File: src/rtl/utf16_to_utf8_encoder_unit_assert.svh
// Assertion macros for the UTF-16 to UTF-8 encoder unit
`ifndef UTF16_TO_UTF8_ENCODER_UNIT_ASSERT_SVH
`define UTF16_TO_UTF8_ENCODER_UNIT_ASSERT_SVH

// same-cycle implication
`define U2U8_ASSERT_IMPL(label, ante, cons, msg) \
  label: assert property (@(posedge clk) disable iff (!rst_n) (ante) |-> (cons)) \
    else $error(msg);

// next-cycle implication
`define U2U8_ASSERT_NEXT(label, ante, cons, msg) \
  label: assert property (@(posedge clk) disable iff (!rst_n) (ante) |=> (cons)) \
    else $error(msg);

`endif

File: src/rtl/u2u8_pkg.sv
// Shared types, constants and helpers of the UTF-16 to UTF-8 encoder
package u2u8_pkg;

  localparam int COUNT_WIDTH_DEF = 24;
  localparam int QUEUE_DEPTH_DEF = 4;

  localparam int UNIT_W = 16;
  localparam int CAP_W  = 16;
  localparam int POS_W  = 24;

  localparam logic [CAP_W-1:0]  CAP_RESET    = 16'd260;
  localparam logic [UNIT_W-1:0] ONE_BYTE_LIM = 16'h0080;
  localparam logic [UNIT_W-1:0] TWO_BYTE_LIM = 16'h0800;
  localparam logic [UNIT_W-1:0] HI_MIN       = 16'hD800;
  localparam logic [UNIT_W-1:0] HI_MAX       = 16'hDBFF;
  localparam logic [UNIT_W-1:0] LO_MIN       = 16'hDC00;
  localparam logic [UNIT_W-1:0] LO_MAX       = 16'hDFFF;
  localparam logic [20:0]       SUPP_BASE    = 21'h10000;

  localparam logic ACT_UNIT = 1'b0;
  localparam logic ACT_END  = 1'b1;

  typedef enum logic [1:0] {
    MAIN_NONE,
    MAIN_CHAR,
    MAIN_TERM
  } main_kind_t;

  typedef struct packed {
    logic            fl_valid;
    logic [2:0][7:0] fl_bytes;
    main_kind_t      kind;
    logic [2:0]      len;
    logic [3:0][7:0] bytes;
  } job_t;

  localparam int JOB_W = $bits(job_t);

  typedef struct packed {
    logic [7:0]       data;
    logic [POS_W-1:0] pos;
    logic             stored;
    logic             term;
    logic [POS_W-1:0] total;
    logic             last;
  } res_t;

  function automatic logic [2:0][7:0] enc3(input logic [UNIT_W-1:0] u);
    logic [2:0][7:0] r;
    r[0] = {4'hE, u[15:12]};
    r[1] = {2'b10, u[11:6]};
    r[2] = {2'b10, u[5:0]};
    return r;
  endfunction

endpackage

File: src/rtl/u2u8_fifo.sv
// Short register queue between the front and back parts
module u2u8_fifo #(
  parameter int WIDTH = 8,
  parameter int DEPTH = 4
) (
  input  logic             clk,
  input  logic             rst_n,
  input  logic             push,
  input  logic [WIDTH-1:0] din,
  output logic             full,
  input  logic             pop,
  output logic [WIDTH-1:0] dout,
  output logic             empty
);
  localparam int PW = (DEPTH > 1) ? $clog2(DEPTH) : 1;
  localparam int CW = $clog2(DEPTH + 1);

  logic [WIDTH-1:0] mem_r [DEPTH];
  logic [PW-1:0]    rd_ptr_r, rd_ptr_nxt;
  logic [PW-1:0]    wr_ptr_r, wr_ptr_nxt;
  logic [CW-1:0]    count_r, count_nxt;

  assign full  = (count_r == CW'(DEPTH));
  assign empty = (count_r == '0);
  assign dout  = mem_r[rd_ptr_r];

  always_comb begin
    rd_ptr_nxt = rd_ptr_r;
    wr_ptr_nxt = wr_ptr_r;
    count_nxt  = count_r;
    if (push) begin
      wr_ptr_nxt = (wr_ptr_r == PW'(DEPTH - 1)) ? '0 : wr_ptr_r + PW'(1);
    end
    if (pop) begin
      rd_ptr_nxt = (rd_ptr_r == PW'(DEPTH - 1)) ? '0 : rd_ptr_r + PW'(1);
    end
    if (push && !pop) begin
      count_nxt = count_r + CW'(1);
    end else if (pop && !push) begin
      count_nxt = count_r - CW'(1);
    end
  end

  always_ff @(posedge clk) begin
    if (!rst_n) begin
      rd_ptr_r <= '0;
      wr_ptr_r <= '0;
      count_r  <= '0;
    end else begin
      rd_ptr_r <= rd_ptr_nxt;
      wr_ptr_r <= wr_ptr_nxt;
      count_r  <= count_nxt;
    end
  end

  always_ff @(posedge clk) begin
    if (push) begin
      mem_r[wr_ptr_r] <= din;
    end
  end

endmodule

File: src/rtl/u2u8_front.sv
// Front part: accept code units, pair surrogates, encode into byte jobs
module u2u8_front (
  input  logic                       clk,
  input  logic                       rst_n,
  input  logic                       in_valid,
  input  logic                       in_stall,
  input  logic                       in_action,
  input  logic [u2u8_pkg::UNIT_W-1:0] in_code_unit,
  output logic                       push,
  output u2u8_pkg::job_t             job
);
  import u2u8_pkg::*;

  logic            held_valid_r, held_valid_nxt;
  logic [9:0]      held_r, held_nxt;
  logic            accept;
  logic            is_end, is_hi, is_lo, pair;
  logic [20:0]     supp;
  logic [2:0][7:0] b3;

  assign accept = in_valid && !in_stall;
  assign is_end = (in_action == ACT_END);
  assign is_hi  = in_code_unit inside {[HI_MIN:HI_MAX]};
  assign is_lo  = in_code_unit inside {[LO_MIN:LO_MAX]};
  assign pair   = !is_end && held_valid_r && is_lo;
  assign supp   = SUPP_BASE + {1'b0, held_r, in_code_unit[9:0]};
  assign b3     = enc3(in_code_unit);

  always_comb begin
    job          = '0;
    job.fl_valid = held_valid_r && !pair;
    job.fl_bytes = enc3(HI_MIN | {6'b0, held_r});
    job.kind     = MAIN_CHAR;
    held_valid_nxt = held_valid_r;
    held_nxt       = held_r;
    if (accept) begin
      held_valid_nxt = 1'b0;
      held_nxt       = '0;
    end
    if (is_end) begin
      job.kind = MAIN_TERM;
    end else if (pair) begin
      job.len      = 3'd4;
      job.bytes[0] = {5'b11110, supp[20:18]};
      job.bytes[1] = {2'b10, supp[17:12]};
      job.bytes[2] = {2'b10, supp[11:6]};
      job.bytes[3] = {2'b10, supp[5:0]};
    end else if (in_code_unit < ONE_BYTE_LIM) begin
      job.len      = 3'd1;
      job.bytes[0] = in_code_unit[7:0];
    end else if (in_code_unit < TWO_BYTE_LIM) begin
      job.len      = 3'd2;
      job.bytes[0] = {3'b110, in_code_unit[10:6]};
      job.bytes[1] = {2'b10, in_code_unit[5:0]};
    end else if (is_hi) begin
      job.kind = MAIN_NONE;
      if (accept) begin
        held_valid_nxt = 1'b1;
        held_nxt       = in_code_unit[9:0];
      end
    end else begin
      job.len      = 3'd3;
      job.bytes[0] = b3[0];
      job.bytes[1] = b3[1];
      job.bytes[2] = b3[2];
    end
    push = accept && (job.fl_valid || (job.kind != MAIN_NONE));
  end

  always_ff @(posedge clk) begin
    if (!rst_n) begin
      held_valid_r <= 1'b0;
      held_r       <= '0;
    end else begin
      held_valid_r <= held_valid_nxt;
      held_r       <= held_nxt;
    end
  end

endmodule

File: src/rtl/u2u8_back.sv
// Back part: emit job bytes one per cycle unless stalled or empty, count, test fit, hold result
module u2u8_back #(
  parameter int COUNT_WIDTH = u2u8_pkg::COUNT_WIDTH_DEF
) (
  input  logic                       clk,
  input  logic                       rst_n,
  input  logic [u2u8_pkg::CAP_W-1:0] capacity,
  input  u2u8_pkg::job_t             job,
  input  logic                       empty,
  output logic                       pop,
  output logic                       out_valid,
  input  logic                       out_stall,
  output u2u8_pkg::res_t             res
);
  import u2u8_pkg::*;

  localparam int FW = COUNT_WIDTH + CAP_W + 1;
  localparam logic [COUNT_WIDTH-1:0] CNT_MAX = '1;

  logic [COUNT_WIDTH-1:0] cnt_r, cnt_nxt;
  logic [COUNT_WIDTH-1:0] term_r, term_nxt;
  logic                   trunc_r, trunc_nxt;
  logic                   fits_r, fits_nxt;
  logic [1:0]             idx_r, idx_nxt;
  logic                   fl_done_r, fl_done_nxt;
  logic                   out_valid_r, out_valid_nxt;
  res_t                   res_r, res_nxt;

  logic                   cur_fl, cur_term, char_end, job_end;
  logic                   fit_now, stored_byte, fire;
  logic [2:0]             cur_n;
  logic [7:0]             cur_byte;
  logic [COUNT_WIDTH-1:0] tpos;
  logic [COUNT_WIDTH+POS_W-1:0] cnt_ext, tpos_ext;

  assign out_valid = out_valid_r;
  assign res       = res_r;

  always_comb begin
    cur_fl   = job.fl_valid && !fl_done_r;
    cur_n    = cur_fl ? 3'd3 : job.len;
    cur_term = !cur_fl && (job.kind == MAIN_TERM);
    cur_byte = cur_fl ? job.fl_bytes[idx_r] : job.bytes[idx_r];
    char_end = ({1'b0, idx_r} == (cur_n - 3'd1));
    job_end  = cur_term || (char_end && (!cur_fl || (job.kind == MAIN_NONE)));
    fit_now  = !trunc_r && ((FW'(cnt_r) + FW'(cur_n)) < FW'(capacity));
    stored_byte = (idx_r == 2'd0) ? fit_now : fits_r;
    tpos     = trunc_r ? term_r : cnt_r;
    cnt_ext  = {{POS_W{1'b0}}, cnt_r};
    tpos_ext = {{POS_W{1'b0}}, tpos};
    fire     = (!out_valid_r || !out_stall) && !empty;
    pop      = fire && job_end;

    cnt_nxt       = cnt_r;
    term_nxt      = term_r;
    trunc_nxt     = trunc_r;
    fits_nxt      = fits_r;
    idx_nxt       = idx_r;
    fl_done_nxt   = fl_done_r;
    res_nxt       = res_r;
    out_valid_nxt = out_valid_r && out_stall;

    if (fire) begin
      out_valid_nxt = 1'b1;
      if (cur_term) begin
        res_nxt.data   = 8'h00;
        res_nxt.pos    = tpos_ext[POS_W-1:0];
        res_nxt.stored = (FW'(tpos) < FW'(capacity));
        res_nxt.term   = 1'b1;
        res_nxt.total  = cnt_ext[POS_W-1:0];
        res_nxt.last   = 1'b1;
        cnt_nxt   = '0;
        term_nxt  = '0;
        trunc_nxt = 1'b0;
      end else begin
        res_nxt.data   = cur_byte;
        res_nxt.pos    = cnt_ext[POS_W-1:0];
        res_nxt.stored = stored_byte;
        res_nxt.term   = 1'b0;
        res_nxt.total  = '0;
        res_nxt.last   = job_end;
        if (idx_r == 2'd0) begin
          fits_nxt = fit_now;
          if (!fit_now && !trunc_r) begin
            trunc_nxt = 1'b1;
            term_nxt  = cnt_r;
          end
        end
        cnt_nxt = (cnt_r == CNT_MAX) ? cnt_r : cnt_r + COUNT_WIDTH'(1);
      end
      if (job_end) begin
        idx_nxt     = '0;
        fl_done_nxt = 1'b0;
      end else if (char_end) begin
        idx_nxt     = '0;
        fl_done_nxt = fl_done_r || cur_fl;
      end else begin
        idx_nxt = idx_r + 2'd1;
      end
    end
  end

  always_ff @(posedge clk) begin
    if (!rst_n) begin
      cnt_r       <= '0;
      term_r      <= '0;
      trunc_r     <= 1'b0;
      fits_r      <= 1'b0;
      idx_r       <= '0;
      fl_done_r   <= 1'b0;
      out_valid_r <= 1'b0;
    end else begin
      cnt_r       <= cnt_nxt;
      term_r      <= term_nxt;
      trunc_r     <= trunc_nxt;
      fits_r      <= fits_nxt;
      idx_r       <= idx_nxt;
      fl_done_r   <= fl_done_nxt;
      out_valid_r <= out_valid_nxt;
    end
  end

  always_ff @(posedge clk) begin
    res_r <= res_nxt;
  end

endmodule

File: src/rtl/utf16_to_utf8_encoder_unit.sv
// Top level of the UTF-16 to UTF-8 encoder: front, job queue, back, config
//
//   channel  direction  handshake          word
//   in_      input      in_valid/in_stall  action + 16-bit code unit
//   out_     output     out_valid/out_stall one UTF-8 byte or terminator
//   cfg_     input      cfg_valid/cfg_ready 16-bit destination capacity
//
// The front takes one word per cycle while the job queue has room.
// The back emits one result per cycle while out_stall is low and a job
// waits; a word causes 0 to 6 results, made by the back's sequencer.
// Reset is synchronous and active low; capacity returns to 260.
// A stalled output holds its result; the queue keeps the input side moving until full.
`include "utf16_to_utf8_encoder_unit_assert.svh"

module utf16_to_utf8_encoder_unit #(
  parameter int COUNT_WIDTH = u2u8_pkg::COUNT_WIDTH_DEF,
  parameter int QUEUE_DEPTH = u2u8_pkg::QUEUE_DEPTH_DEF
) (
  input  logic                        clk,
  input  logic                        rst_n,
  input  logic                        in_valid,
  output logic                        in_stall,
  input  logic                        in_action,
  input  logic [u2u8_pkg::UNIT_W-1:0] in_code_unit,
  output logic                        out_valid,
  input  logic                        out_stall,
  output logic [7:0]                  out_byte,
  output logic [u2u8_pkg::POS_W-1:0]  out_byte_position,
  output logic                        out_stored,
  output logic                        out_is_terminator,
  output logic [u2u8_pkg::POS_W-1:0]  out_total_length,
  output logic                        out_last,
  input  logic                        cfg_valid,
  output logic                        cfg_ready,
  input  logic [u2u8_pkg::CAP_W-1:0]  cfg_data
);
  import u2u8_pkg::*;

  logic [CAP_W-1:0] cap_r, cap_nxt;
  logic             push, pop, full, empty;
  job_t             job_in, job_out;
  logic [JOB_W-1:0] job_out_bits;
  res_t             res;

  assign cfg_ready = rst_n;
  assign cap_nxt   = (cfg_valid && cfg_ready) ? cfg_data : cap_r;
  assign in_stall  = full || !rst_n;
  assign job_out   = job_t'(job_out_bits);

  always_ff @(posedge clk) begin
    if (!rst_n) begin
      cap_r <= CAP_RESET;
    end else begin
      cap_r <= cap_nxt;
    end
  end

  u2u8_front u_front (
    .clk          (clk),
    .rst_n        (rst_n),
    .in_valid     (in_valid),
    .in_stall     (in_stall),
    .in_action    (in_action),
    .in_code_unit (in_code_unit),
    .push         (push),
    .job          (job_in)
  );

  u2u8_fifo #(
    .WIDTH (JOB_W),
    .DEPTH (QUEUE_DEPTH)
  ) u_fifo (
    .clk   (clk),
    .rst_n (rst_n),
    .push  (push),
    .din   (job_in),
    .full  (full),
    .pop   (pop),
    .dout  (job_out_bits),
    .empty (empty)
  );

  u2u8_back #(
    .COUNT_WIDTH (COUNT_WIDTH)
  ) u_back (
    .clk       (clk),
    .rst_n     (rst_n),
    .capacity  (cap_r),
    .job       (job_out),
    .empty     (empty),
    .pop       (pop),
    .out_valid (out_valid),
    .out_stall (out_stall),
    .res       (res)
  );

  assign out_byte          = res.data;
  assign out_byte_position = res.pos;
  assign out_stored        = res.stored;
  assign out_is_terminator = res.term;
  assign out_total_length  = res.total;
  assign out_last          = res.last;

  `U2U8_ASSERT_IMPL(a_term_is_last, out_valid && out_is_terminator, out_last && (out_byte == 8'h00), "terminator not last or not zero")
  `U2U8_ASSERT_NEXT(a_bytes_follow, out_valid && !out_stall && !out_last, out_valid, "gap inside a word's results")
  `U2U8_ASSERT_IMPL(a_queue_stall, full, !empty, "stall with empty queue")

endmodule

File: config.mk
export PLATFORM = sky130hd
export DESIGN_NAME = utf16_to_utf8_encoder_unit
export DESIGN_NICKNAME = d
export VERILOG_FILES = /design/src/rtl/u2u8_pkg.sv /design/src/rtl/u2u8_fifo.sv /design/src/rtl/u2u8_front.sv /design/src/rtl/u2u8_back.sv /design/src/rtl/utf16_to_utf8_encoder_unit.sv
export VERILOG_INCLUDE_DIRS = /design/src /design/src/rtl
export SDC_FILE = /design/constraint.sdc
export NUM_CORES = 1
export LEC_CHECK = 0
export ABC_AREA = 1
export BUFFER_PORTS_ARGS = -buffer_cell sky130_fd_sc_hd__clkbuf_2
export CORE_UTILIZATION = 55
export DETAILED_ROUTE_END_ITERATION = 8
export GPL_TIMING_DRIVEN = 0
export MAX_ROUTING_LAYER = met4
export PLACE_DENSITY = 0.73
export SYNTH_ARGS = -nofsm -noshare
export SYNTH_HDL_FRONTEND = slang
export SYNTH_HIERARCHICAL = 1
export SYNTH_SLANG_ARGS = --single-unit
File: constraint.sdc
create_clock -name clk -period 6.7 [get_ports clk]
set_input_delay 1.34 -clock clk [delete_from_list [all_inputs] [get_ports clk]]
set_output_delay 1.34 -clock clk [all_outputs]
set_load 0.02 [all_outputs]
-- Yosys cells after proc, flatten, opt, wreduce, memory -nomap -nowiden
Memory sizes are Yosys's and may differ from the RTL's. A register that Yosys moved wholly into a read port is not among the register bits.
Index checks and enable logic that the tools add are counted.
- bits in registers: 147
- memories kept: 1
- bits in writable memories: 192
- logic and storage cells: 156
- output and inout bits: 62
- bits of input ports: 38
- equal/unequal tests: 7
- muxes and demuxes: 61
- bitwise logic cells: 1
- reduce and logical (&&, ||, !) cells: 49
- add/sub/neg operators: 9
- $lt $le $gt $ge: 9
- memory list (memory ; words ; width ; rd ports ; clocked after memory_dff ; write ports ; RTL line ; text):
    u_fifo.mem_r ; 4 ; 48 ; 1 ; 1 ; 1 ; u2u8_fifo.sv:18 ; logic [WIDTH-1:0] mem_r [DEPTH];
- operators with widths (kind ; number):
    $mux 24 ; 8
    $mux 10 ; 7
    $mux 51 ; 1
    $mux 8 ; 6
    $lt 41x16->1 ; 1
    $mux 35 ; 1
    $bmux 8 s2 ; 2
    $ge 16x16->1 const B ; 2
    $le 16x16->1 const B ; 2
    $mux 16 ; 2
    $add 24x3->25 ; 1
    $add 24x1->24 const B ; 1
    $eq 24x24->1 const B ; 1
    $lt 24x16->1 ; 1
    $mux 2 ; 11
    $add 17x20->21 const A ; 1
    $logic_and 1x1->1 ; 18
    $mux 3 ; 6
    $mux 1 ; 17
    $lt 16x12->1 const B ; 1
    $lt 16x8->1 const B ; 1
    $logic_not 1->1 ; 13
    $reduce_bool 2->1 ; 5
    $add 2x1->2 const B ; 3
    13 further kinds ; 24

-- Depth between registers and ports, before layout
Gate-level depths: netlist of the first run.
- word-level depth: 14
- depth in mapped cells: 29
- mapped depth without buffers: 25

-- Modules after synthesis
The synthesis of the first run kept the hierarchy.
- by module, submodules not included (module ; area an instance (µm²) ; cells an instance ; instances):
    u2u8_fifo ; 10233.6 ; 659 ; 1
    u2u8_back ; 6701.4 ; 867 ; 1
    u2u8_front ; 1256.2 ; 227 ; 1
    utf16_to_utf8_encoder_unit ; 563.0 ; 71 ; 1

-- Least setup slack after synthesis of the first run
Ideal clock, no wire load.
- path type: input -> register
- start point: input out_stall
- end point: register u_fifo.count_r[1]
- buffers on the path: 0
- arrival: 6128 ps
- data required time: 6584 ps
- stages on the path: 9
- path slack: 456 ps
- cells stage by stage: a21oi_1 > inv_1 > nor2_1 > inv_1 > ha_1 > inv_1 > fa_1 > o21ai_0 > nor2_1
- cells in the longest elaborated chain, start to end: 7
- elaborated cells between the ends (all ways): 9
- ends and longest elaborated chain (what ; RTL line ; text):
    start, declared ; utf16_to_utf8_encoder_unit.sv:26 ; input logic out_stall,
    $logic_not 1->1 ; u2u8_back.sv:51 ; fire = (!out_valid_r || !out_stall) && !empty;
    $logic_or 1x1->1 ; u2u8_back.sv:51 ;
    $logic_and 1x1->1 ; u2u8_back.sv:51 ;
    $logic_and 1x1->1 ; u2u8_back.sv:52 ; pop = fire && job_end;
    via pop ; utf16_to_utf8_encoder_unit.sv:40 ; logic push, pop, full, empty;
    $logic_not 1->1 ; u2u8_fifo.sv:37 ; if (push && !pop) begin
    $logic_and 1x1->1 ; u2u8_fifo.sv:37 ;
    $mux 3 ; u2u8_fifo.sv:37 ;
    via u_fifo.count_nxt[1] ; u2u8_fifo.sv:21 ; logic [CW-1:0] count_r, count_nxt;
    end signal, assigned ; u2u8_fifo.sv:52 ; count_r <= count_nxt;
    end, declared ; u2u8_fifo.sv:21 ;
The timed path passes the listed nets, and every way through them passes these cells.
A chain may end at the register's enable or synchronous reset.

==> impl_results.md, run 1 <==
* Post-CTS Setup Bufs at 0
* First-pass GRT wire length at 76340 µm
* CTS hold repair buffers at 0
* Die Width at about 190 µm
* Crit start category: register
* Netlist cell types at 49
* Delay-heaviest family, CP: simple AND/OR/NAND/NOR gates
* Pleak at 8.093 nW
* Final setup fails at 0
* Core Area at 0.03353 mm²
* Top cell by count, worst path: nor2_1
* Fin area at 0.02130 mm²
* Switching pwr at 2.240 mW
* Number of DRC markers in iteration 0 at 1318
* Post-CTS Resized at 0
* Slowest stage delay, CP at approximately 0.45 ns
* Complex-gate fraction of the synthesized area at between 10% and 20%
* Max FO, Critical Path at 10
* Post-synth EDFFs at slightly above 300
* TNS Setup at 0 ns
* Final wirelength at 49720 µm
* Main combinational cell family by area after synthesis: simple AND/OR/NAND/NOR gates
* Drt pass-1 iters at 6
* Post-Place Worst Slack at 1.313 ns
* Setup crit end kind: register
* Post-synthesis sequential area ratio at approximately three fifths
* DP HPWL at roughly 35000 µm
* Cells after Synth at 1824
* Max-capacitance violation count at 0
* Final Wtd Congestion at 0.9597
* Slowest-stage cell, CP: clkbuf_1
* Final ANT Viol Nets at 0
* DR vias at 14271
* Most frequent cells in the layout: edfxtp_1 (307), nor2_1 (246), nand2_1 (226)
* CTS root buf: clkbuf_16
* Critical path type: register to register
* RSZ-0062 raised after global routing: false
* I/O pin cnt at 100
* Maximum VDD drop at 0.0002219 V
* GRT overflow at 0
* Number of global-route vias before repair at 13802
* Status: finished clean
* Largest net degree at the start of global routing at 58
* Slew @ Worst Pin at 0.8799 ns
* Area growth, synth to finish at 13.56%
* Hold Vio Cnt, Final at 0
* Post-layout nets at 2069
* Leading cell type in the layout, fill and taps excluded: edfxtp_1
* Avg Cell Area, Syn at 10.28 µm²
* Clock Pin Slew Worst Setup and Hold Paths at 0.06 ns
* Combinational power share at between 20 and 30%
* Hold path startpoint: cap_r[2]$_SDFFE_PN1P_
* Final Max Slew Viols at 0
* #FFs+latches synth at 397
* Final Hold Slack at between 0.4 and 0.5 ns
* TritonCTS Buffers at 41
* CTS tree: yes
* DRC viols at 0
* Mux contribution to synthesized area at 0%
* Synth Area in Adders at 3.082%
* Bufs and invs on worst path at 8
* Routed len/inst at 20.16 µm
* Share of cells above drive strength 1 at between 10% and 20%
* PortBufs at just under 100
* Worst Skew at 0.01836 ns
* CTS H-tree lvls at 2
* HP Class: register to register
* Post-synthesis cell area at ~0.019 mm²
* Proportion of power drawn by flip-flops and latches at about 44%
* Total track usage at 29.27%
* Asr flop ratio synth at 0%
* Ant diodes at 0
* Worst Path Arrival at 6.07 ns
* Clock share of power at 30.9%
* Setup slack after layout at 1.099 ns
* Sink Count at 397
* Tot Pwr at 6.966 mW
* Most used DFF post-synth: edfxtp_1
* Slew HR at around 40%
* Fmax at ~180 MHz
* DIE HEIGHT at 186.7 µm
* Post-synthesis simple-gate area fraction at between 10% and 20%
* Clock buffer depth at 3
* Initial Util at between 50% and 60%
* Switching part of the total power at between 30% and 40%
* Tcrit/Tclk final at between 80% and 90%
* Post-Synth XOR/XNOR Area at 0.9340%
* Power Dens Cells at 327.1 mW/mm²
* Initial antenna violation count at 0
* Fin crit period at 5.601 ns
* DP Area at ~0.020 mm²
* Row count at 67
* Internal Dissipation at around 4.7 mW
* Worst-Skew Late Latency at around 0.55 ns
* Warnings from Yosys at 6
* Die area at around 0.035 mm²
* Via/cell ratio at between 5 and 6
* Required @ worst endpoint at a little over 7 ns
-- final timing paths --
path,to,slack [ns],cells past startpoint
worst min-delay path,cap_r[2]$_SDFFE_PN1P_,0.47,2
worst max-delay path,u_back/term_r[13]$_SDFFE_PN0P_,1.10,26
worst min register to register,cap_r[2]$_SDFFE_PN1P_,0.47,2
worst max register to register,u_back/term_r[13]$_SDFFE_PN0P_,1.10,26
-- state kept, by name, indices dropped and copies added, names as in the netlist, named ones only --
register and count:
u_back/trunc_r 1, u_back/cnt_r 24, u_back/idx_r 2, u_back/term_r 24
u_fifo/mem_r 248, u_fifo/wr_ptr_r 2, u_back/res 59, u_back/fl_done_r 1
cap_r 16, u_back/fits_r 1, u_fifo/count_r 3, u_fifo/rd_ptr_r 2
u_back/out_valid 1
-- kinds of logic (layout without fill, tap and decap cells) --
kind of cell,count (synthesis),after routing
buffers and inverters,240,419
adder cells (fa/ha/maj),45,45
flip-flops,397,397
AND/OR/NAND/NOR,703,703
other,2,17
XOR/XNOR,20,20
AO/OA/AOI/OAI,417,417
-- tightest hold or removal path: stages (launching register included) --
cell and delay [ns]:
dfxtp_1 0.33, nand2_1 0.06, nand3_1 0.05
-- power by group through the flow --
stage / Clock (mW) / Sequential [mW] / Combinational (mW)
6_report: 2.15 / 3.07 / 1.75
5_1_grt: 2.28 / 3.09 / 1.87
4_1_cts: 2.18 / 3.07 / 1.73
3_5_place_dp: 0 / 3.12 / 1.72
3_3_place_gp: 0 / 3.15 / 1.63
2_1_floorplan: 0 / 3.33 / 0.897
-- layout make-up --
class	count	area [µm²]
multi-input cells	1202	6599
fillers	2730	12230
plain buffers	112	714.4
inverters	128	498.0
clock buffers	55	1109
flip-flops and latches	397	11020
repair buffers	104	640.6
well taps	448	560.5
clock inverters	20	156.4
-- cells in the mapped netlist, types with 4 or more instances --
library cell | count | area [µm²]
edfxtp_1 | 307 | 9219
o21ai_0 | 219 | 1096
buf_6 | 7 | 78.83
nand2_2 | 7 | 43.79
clkbuf_1 | 37 | 138.9
nor2_4 | 4 | 45.04
nand4_1 | 34 | 212.7
a21oi_1 | 89 | 445.4
nand2_1 | 226 | 848.3
a311oi_1 | 8 | 70.07
a31oi_1 | 4 | 25.02
buf_12 | 7 | 140.1
nor4_1 | 4 | 25.02
nand3_1 | 77 | 385.4
nor2_2 | 69 | 431.7
clkbuf_2 | 7 | 35.03
buf_2 | 29 | 145.1
o22ai_2 | 60 | 750.7
inv_1 | 121 | 454.2
o21ai_1 | 14 | 70.07
xor2_1 | 19 | 166.4
o22ai_1 | 11 | 68.82
inv_2 | 4 | 15.01
dfxtp_1 | 90 | 1802
nor2_1 | 246 | 923.4
ha_1 | 43 | 538.0
nor3_1 | 26 | 130.1
buf_4 | 22 | 165.2
-- per-layer routing --
layer	up-vias	track usage (%)	share of wire [%]
met1	6841	37.96	42
met4	0	12.30	4.1
met3	121	3.367	7.2
met2	627	46.89	47
met5	-	-	0
li1	6682	-	-
-- through the flow --
step / utilization (%) / cells
5_1_grt: 63.51 / 2466
2_1_floorplan: - / 1839
3_5_place_dp: 59.74 / 2391
6_report: 63.51 / 2466
3_3_place_gp: 59.23 / 2385
4_1_cts: 63.51 / 2466
No activity file was read; power rests on OpenSTA's default activity.
==> run 2: changes to the inputs <==
--- a/config.mk
+++ b/config.mk
@@ -6,7 +6,7 @@
 export SDC_FILE = /design/constraint.sdc
 export NUM_CORES = 1
 export LEC_CHECK = 0
-export ABC_AREA = 1
+export ABC_AREA = 0
 export BUFFER_PORTS_ARGS = -buffer_cell sky130_fd_sc_hd__clkbuf_2
 export CORE_UTILIZATION = 55
 export DETAILED_ROUTE_END_ITERATION = 8
==> constraint.sdc (replaced) <==
create_clock -name clk -period 5.8 [get_ports clk]
set_input_delay 1.16 -clock clk [delete_from_list [all_inputs] [get_ports clk]]
set_output_delay 1.16 -clock clk [all_outputs]
set_load 0.02 [all_outputs]
==> impl_results.md, run 2 <==
* Worst Path Arrival at approximately 6 ns
* Routed len/inst at ~21 µm
* Placed Cells incl. Taps at 1825
* Required @ worst endpoint at 6.22 ns
* Most frequent cells in the layout: edfxtp_1 (307), clkbuf_2 (99), dfxtp_1 (90)
* Reg2reg end: u_back/term_r[13]$_SDFFE_PN0P_
* RSZ-0062 raised after global routing: false
* Cells after Synth at ~1300
* Total track usage at 25.71%
* Status: finished clean
* Clock buffer depth at 3
* DP HPWL at 27530 µm
* First-pass GRT wire length at 63210 µm
* Crit path capture: u_back/term_r[13]$_SDFFE_PN0P_
* CTS hold repair buffers at 0
* Worst hold stages at 2
* Warnings from Yosys at 6
* Setup slack after layout at about 0.22 ns
* Worst-Skew Late Latency at around 0.55 ns
* Tcrit/Tclk final at 96.26%
* Bufs and invs on worst path at 3
* Maximum VDD drop at 0.0003616 V
* Critical path type: register to register
* Slowest-stage cell, CP: mux4_1
* Delay-heaviest family, CP: simple AND/OR/NAND/NOR gates
* Worst reg2reg setup slack at around 0.22 ns
* #FFs+latches synth at 397
* Commonest cells post-synth: edfxtp_1 (307), dfxtp_1 (90), nand2_1 (84)
* Max-capacitance violation count at 0
* GRT overflow at 0
* Slew @ Worst Pin at 1.185 ns
* Most used DFF post-synth: edfxtp_1
* Final wirelength at 40680 µm
* Post-synthesis cell area at 0.01790 mm²
* Final Max Slew Viols at 0
* TNS Setup at 0 ns
* DP Area at 0.01913 mm²
* Initial antenna violation count at 0
* Fin area at 0.02055 mm²
* Worst path cell trace: buf_6 -> mux4_1 -> nand2b_1 -> clkbuf_2 -> nand2b_1 -> ha_1 -> a21o_1 -> a21oi_4 -> or2_2 -> nor4_1 -> xnor2_1 -> ha_1 -> and2_0 -> a221oi_1 -> o2111ai_1 -> or4_4 -> o2111ai_4 -> buf_6 -> o22ai_2
* Non-Filler Instances at 1901
* Multi-input gate area at 0.006127 mm²
* Area leader, netlist: edfxtp_1
* Path length in cells of the critical path at 19
* TritonCTS Buffers at 41
* Area growth, synth to finish at 14.84%
* Asr flop ratio synth at 0%
* Final Hold Slack at 0.4604 ns
* Avg Cell Area, Syn at 14.07 µm²
* Final Wtd Congestion at 0.9227
* Drt pass-1 iters at 5
* Post-layout nets at about 1500
* CTS tree: yes
* Filler instances at about 2300
* Post-synth EDFFs at between 300 and 400
* R2R depth at 19
* Share of cells above drive strength 1 at 23.33%
* Ant diodes at 0
* Core Area at 0.03180 mm²
* Hold Vio Cnt, Final at 0
* Slew HR at 19.89%
* Final ANT Viol Nets at 0
* Synth top area share at between 50% and 60%
* Pleak at between 7 and 8 nW
* HP Class: register to register
* CTS H-tree lvls at 2
* Row count at 65
* Largest reg by FF count: u_fifo/mem_r
* Max FO, Critical Path at 10
* Die area at 0.03327 mm²
* Fin crit period at ~5.6 ns
* Largest net degree at the start of global routing at 58
* Initial Util at 56.28%
* Post-Place Worst Slack at -0.3072 ns
* Setup crit end kind: register
* Number of global-route vias before repair at 11238
* Largest register FFs at 248
* Sink Count at 397
* Leading cell type in the layout, fill and taps excluded: edfxtp_1
* Slowest stage delay, CP at between 0.6 and 0.7 ns
* Clock Pin Slew Worst Setup and Hold Paths at 0.07 ns
* Top cells by area, synth: edfxtp_1 (52%), dfxtp_1 (10%), mux4_2 (8.6%), ha_1 (3.0%), mux2i_1 (1.8%)
* I/O pin cnt at 100
* DIE HEIGHT at 182.4 µm
* Via/cell ratio at 5.940
* Count leader, synth: edfxtp_1
* Fmax at between 150 and 200 MHz
* Sequential cell area at 0.01102 mm²
* Crit start category: register
* Post-synthesis sequential area ratio at 61.58%
* PortBufs at slightly below 100
* Post-CTS Setup Bufs at 0
* Number of DRC markers in iteration 0 at 1068
* Power Dens Cells at 417.4 mW/mm²
* Hold path startpoint: u_back/fits_r$_SDFFE_PN0P_
* DRC viols at 0
* Final setup fails at 0
* Worst Skew at 0.01843 ns
* Netlist cell types at 76
* DR vias at roughly 11000
* CTS root buf: clkbuf_16
* Die Width at about 180 µm
==> run 2: cell count changes in the layout (fill, tap and decap cells not counted), moves of 19 or more <==
cell / before / now
a21oi_1: 88 / 24
inv_1: 117 / 58
mux2i_1: 0 / 33
mux4_2: 0 / 68
nand2_1: 226 / 84
nand3_1: 77 / 26
nand4_1: 34 / 15
nor2_1: 246 / 83
nor2_2: 69 / 0
nor2b_1: 0 / 35
o21ai_0: 219 / 58
o22ai_2: 60 / 19
xnor2_1: 1 / 36
==> run 2: worst min-delay path: cells and delay by family (launching register included) <==
kind            cells  cell delay [ns]
compound gates      1             0.05
flops               1             0.31
simple gates        1             0.06
==> run 2: how the worst min path moves through the flow <==
| stage | endpoint | slack (ns) |
|---|---|---|
| finish | u_back/fits_r$_SDFFE_PN0P_ | 0.46 |
| global route | u_back/fits_r$_SDFFE_PN0P_ | 0.49 |
| CTS | u_back/fits_r$_SDFFE_PN0P_ | 0.46 |
| detailed placement | u_back/fits_r$_SDFFE_PN0P_ | 0.45 |
| global placement | u_back/fits_r$_SDFFE_PN0P_ | 0.44 |
| floorplan | u_back/fits_r$_SDFFE_PN0P_ | 0.43 |
==> run 2: cell type report <==
class                           count  area share, %
Tap cell                          435          2.648
Timing Repair Buffer              103          3.019
Clock buffer                       45          5.168
Multi-Input combinational cell    741          29.81
Inverter                           62          1.132
Buffer                             87          2.916
Sequential cell                   397          53.62
Clock inverter                     31          1.686
==> run 2: cell families (layout without fill, tap and decap cells) <==
group	count (synthesis)	after routing	synth area share, %
DFF	397	397	61.58
and+or+nand+nor	347	347	10.10
AOI/OAI and AO/OA	179	179	7.145
buffers and inverters	149	328	4.642
muxes	112	112	11.26
adders and majority gates	45	45	3.230
xor gates and xnor gates	41	41	2.006
other	2	17	0.04196
==> run 2: what timing repair did <==
| item | in CTS | in global routing |
|---|---|---|
| pin swaps | 0 | 0 |
| endpoints found under the setup margin | 26 | 26 |
| resized for setup | 2 | 3 |
==> run 2: report_power, final <==
group	switching (mW)	leakage [nW]	internal (mW)
Sequential	0.108	3.68	3.50
Clock	1.11	0.673	1.61
Combinational	1.40	2.86	0.862
Total	2.61	7.21	5.97
==> run 2: metal layers <==
layer	wire length [µm]	global-route usage, %	part of all wire [%]	up-vias
met1	16240	31.74	40	5612
li1	-	-	-	5113
met3	2473	3.652	6.1	81
met2	20870	43.95	51	485
met4	1094	8.101	2.7	0
met5	0	-	0	-
==> run 2: stage by stage <==
stage	utilization, %	power [mW]
CTS	64.62	8.650
global placement	59.71	5.865
detailed placement	60.15	5.920
finish	64.64	8.579
floorplan	-	5.210
global route	64.64	8.944
